[src/sv/e2r_pkg.sv]
`default_nettype none
package e2r_pkg;
  localparam int WFRAC = 30;
  localparam int CORDIC_STEPS = 30;
  localparam int CW = 34;
  localparam logic signed [CW-1:0] CORDIC_GAIN = 34'sd652032874;
  localparam logic signed [CW-1:0] HALF_PI_Q30 = 34'sd1686629713;
  localparam logic signed [CW-1:0] PI_Q30 = 34'sd3373259426;

  typedef logic signed [CW-1:0] wval_t;

  function automatic wval_t atan_q30(input logic [4:0] i);
    wval_t r;
    r = '0;
    case (i)
      5'd0: r = 34'sd843314856;
      5'd1: r = 34'sd497837829;
      5'd2: r = 34'sd263043836;
      5'd3: r = 34'sd133525158;
      5'd4: r = 34'sd66890614;
      5'd5: r = 34'sd33543515;
      5'd6: r = 34'sd16775850;
      5'd7: r = 34'sd8388437;
      5'd8: r = 34'sd4194282;
      5'd9: r = 34'sd2097149;
      5'd10: r = 34'sd1048575;
      5'd11: r = 34'sd524287;
      5'd12: r = 34'sd262143;
      5'd13: r = 34'sd131071;
      5'd14: r = 34'sd65535;
      5'd15: r = 34'sd32767;
      5'd16: r = 34'sd16383;
      5'd17: r = 34'sd8191;
      5'd18: r = 34'sd4095;
      5'd19: r = 34'sd2047;
      5'd20: r = 34'sd1023;
      5'd21: r = 34'sd511;
      5'd22: r = 34'sd255;
      5'd23: r = 34'sd127;
      5'd24: r = 34'sd63;
      5'd25: r = 34'sd31;
      5'd26: r = 34'sd15;
      5'd27: r = 34'sd8;
      5'd28: r = 34'sd4;
      5'd29: r = 34'sd2;
      default: r = '0;
    endcase
    return r;
  endfunction
endpackage
`default_nettype wire

[src/sv/e2r_mul.sv]
`default_nettype none
// registered q30 product with round: floor((a*b + 2^29) >> 30)
module e2r_mul (
  input  wire logic clk,
  input  wire logic en,
  input  wire e2r_pkg::wval_t a,
  input  wire e2r_pkg::wval_t b,
  output e2r_pkg::wval_t p_r
);
  logic signed [2*e2r_pkg::CW-1:0] prod;
  logic signed [2*e2r_pkg::CW-1:0] rnd;
  assign prod = a * b;
  assign rnd = prod + (68'sd1 <<< (e2r_pkg::WFRAC - 1));
  always_ff @(posedge clk) begin
    if (en) begin
      p_r <= e2r_pkg::wval_t'(rnd >>> e2r_pkg::WFRAC);
    end
  end
endmodule
`default_nettype wire

[config.mk]
export PLATFORM = sky130hd
export DESIGN_NAME = e2r_mul
export DESIGN_NICKNAME = d
export VERILOG_FILES = /design/src/sv/e2r_pkg.sv /design/src/sv/e2r_mul.sv
export SDC_FILE = /design/constraint.sdc
export NUM_CORES = 2
export LEC_CHECK = 0
export BUFFER_PORTS_ARGS = -buffer_cell sky130_fd_sc_hd__clkbuf_2
export CAP_MARGIN = 5
export CORE_ASPECT_RATIO = 2
export CORE_MARGIN = 8
export CORE_UTILIZATION = 45
export DETAILED_ROUTE_END_ITERATION = 6
export PLACE_DENSITY = 0.6
export SYNTH_ARGS = -nofsm -noshare
export SYNTH_HDL_FRONTEND = slang
export SYNTH_SLANG_ARGS = --single-unit
[constraint.sdc]
create_clock -name clk -period 19.3 [get_ports clk]
set_clock_uncertainty 0.2 [all_clocks]
set_input_delay 3.86 -clock clk [delete_from_list [all_inputs] [get_ports clk]]
set_output_delay 3.86 -clock clk [all_outputs]
set_load 0.02 [all_outputs]
==> flow_summary.yaml <==
floorplanning:
  start_util_pct: 45.21
  die_h_microns: 438.9
  rows: 155
  die_w_microns: 227.5
  floorplan.die_area_sq_mm: 0.09983
  core-area_sq_mm: 0.08902
  pin_count: 104
placed_design:
  postPlaceCellArea_sq_mm: 0.04174
  hpwlAfterDp_mm: 100.6
  place.port_buffers: 103
  replace_congestion: 0.9353
setup_path:
  setup.worst_path.class: "in2reg"
  worst_ep_required_time_ns: 19.17
  critical_path.max_fanout: 34
  endpoint_kind: "register"
  crit_arrival_ns: 12.12
  startpoint_type: "primary input"
global_routing:
  pin_count_of_the_biggest_net_entering_global_routing: 36
  grt_util_all_layers_pct: 26.53
  grt-ovfl-total: 0
  grt_first_pass_wirelength_mm: 192.9
  grt_pass1_vias: 33068
  grt_antenna_before_repair: 4
timing:
  layout_worst_path_cycle_share_pct: 63.46
  slew-limit-headroom_pct: 24.79
  slew_violations: 0
  timing_worst_slew_pin_value_ns: 1.128
  rsz_0062_raised_after_global_routing: "no"
  finalSetupViolations: 0
  period_needed_ns: 12.25
  clock.fmax_mhz: 81.65
  fin_tns_setup_ns: 0
  timing_hold_violations_final: 0
final_layout:
  top_register: "p_r"
  largest_register_ff_count: 34
  final_core_util_pct: 47.09
  drive_above_1_share_pct: 4.088
  reg_top3: "p_r: 34 flops"
  area_growth_syn_to_layout_pct: 4.173
  final_cell_area_sq_mm: 0.04192
  fillerInstances: 8579
  finalNetCount: 5637
routing:
  drc_errors: 0
  number_of_drc_markers_after_the_initial_detailed_route_iteration: 1222
  route.vias.total: 28390
  wire_per_inst_microns: 23.54
  detailedRoute.firstPassIterationCount: 5
  vias_per_cell: 5.294
  drt-total-wl_mm: 126.3
  ant_nets: 0
clock_network:
  postCtsResizedCells: 0
  cts_setup_buffers: 0
  clk_transition_reported_paths_ns: 0.07
  cts_hold_buf: 0
  cts.sink_count: 34
  clock-root-buffer: "clkbuf_16"
  cts_tree: "yes"
  cts_max_path_buffers: 2
  htree_num_levels: 2
  cts_buffers: 5
yosys:
  async_reset_ff_share_pct: 0
  post_synth_main_area_contributors: "fa_1, inv_1, and2_1"
  synth.top_cell.area_share_pct: 59.30
  synth_nets: 5700
  syn-instance-count: 4245
  synth_edf_count: 34
  synth_ff_type: "edfxtp_1"
  synthTopCellsByCount: "fa_1, inv_1, and2_1"
  mapped_area_sq_mm: 0.04024
  seq_area_frac_synth_pct: 2.537
  synth.ff_latch_count: 34
  synth_area_leader_cell: "fa_1"
  synthMostInstantiatedCell: "fa_1"
  syn-mean-instance-area_sq_um: 9.480
  post_synth_num_cell_types: 55
  yosysWarningCount: 0
flow_run:
  maxcap_violations: 0
status:
  run_status: "complete, no violations"
min_path:
  hold_path_class: "in2reg"
## critical path, stage by stage
cell and delay (ns):
clkbuf_2 0.77, nand2_1 0.20, fa_1 0.59, inv_1 0.06, fa_1 0.49, fa_1 0.58
fa_1 0.48, fa_1 0.88, fa_1 0.53, fa_1 0.49, inv_1 0.05, fa_1 0.47
inv_1 0.04, ha_1 0.40, nand4_1 0.20, nor4_1 0.75, nand2_1 0.11, nand2_1 0.11
o21ai_1 0.07, o211ai_2 0.10, a41oi_4 0.09, o21ai_2 0.46, a21oi_1 0.15, xnor2_1 0.14
## final timing paths
path	end	slack (ns)	cells past startpoint	start
setup / recovery	p_r[32]	7.05	24	a[8]
hold / removal	p_r[8]	3.94	2	en
## through the flow
| step | hold slack, ns | instances | setup slack [ns] |
|---|---|---|---|
| 3_5_place_dp | 4.121 | 5352 | 6.686 |
| 3_3_place_gp | 4.131 | 5352 | 6.796 |
| 5_1_grt | 3.970 | 5360 | 6.712 |
| 4_1_cts | 3.949 | 5360 | 7.023 |
| 6_report | 3.940 | 5363 | 7.052 |
| 2_1_floorplan | 3.773 | 4245 | 8.111 |
## area by class of cell
class	instances	area, sq um	share of cell area (%)
inverter	1158	4347	10.37
clock inverter	3	45.04	0.1074
antenna	3	7.507	0.01791
timing repair buffer	147	845.8	2.018
clock buffer	5	125.1	0.2985
multi-input combinational	2836	34060	81.24
sequential	34	1021	2.435
tap	1177	1473	3.513
## cells by family after synthesis
kind of cell               synth area share [%]
buffers and inverters                     12.83
DFF                                       2.537
and+or+nand+nor                           15.66
adders and majority gates                 65.30
AOI/OAI and AO/OA                         2.344
xor gates and xnor gates                  1.328
## metal layers
layer / share of wire (%) / global-route usage [%] / routed length (microns) / vias to the layer above
met1: 28 / 23.89 / 35930 / 15150
met3: 3.8 / 2.879 / 4793 / 514
met5: 0.0079 / 0 / 10 / -
met2: 55 / 49.21 / 69690 / 983
li1: - / - / - / 11741
met4: 13 / 26.50 / 15830 / 2
## cells in the final DEF, fill, tap and decap left out, types with 34 or more instances in the layout
| cell | n |
|---|---|
| edfxtp_1 | 34 |
| inv_1 | 1157 |
| buf_4 | 44 |
| nand2_1 | 551 |
| nor2_1 | 41 |
| xnor2_1 | 42 |
| and2_1 | 591 |
| fa_1 | 1192 |
| clkbuf_2 | 103 |
| ha_1 | 193 |
| a21oi_1 | 49 |
Power is not shown: default switching activity piles up to over one toggle a cycle in this logic, so the estimate is an artifact.
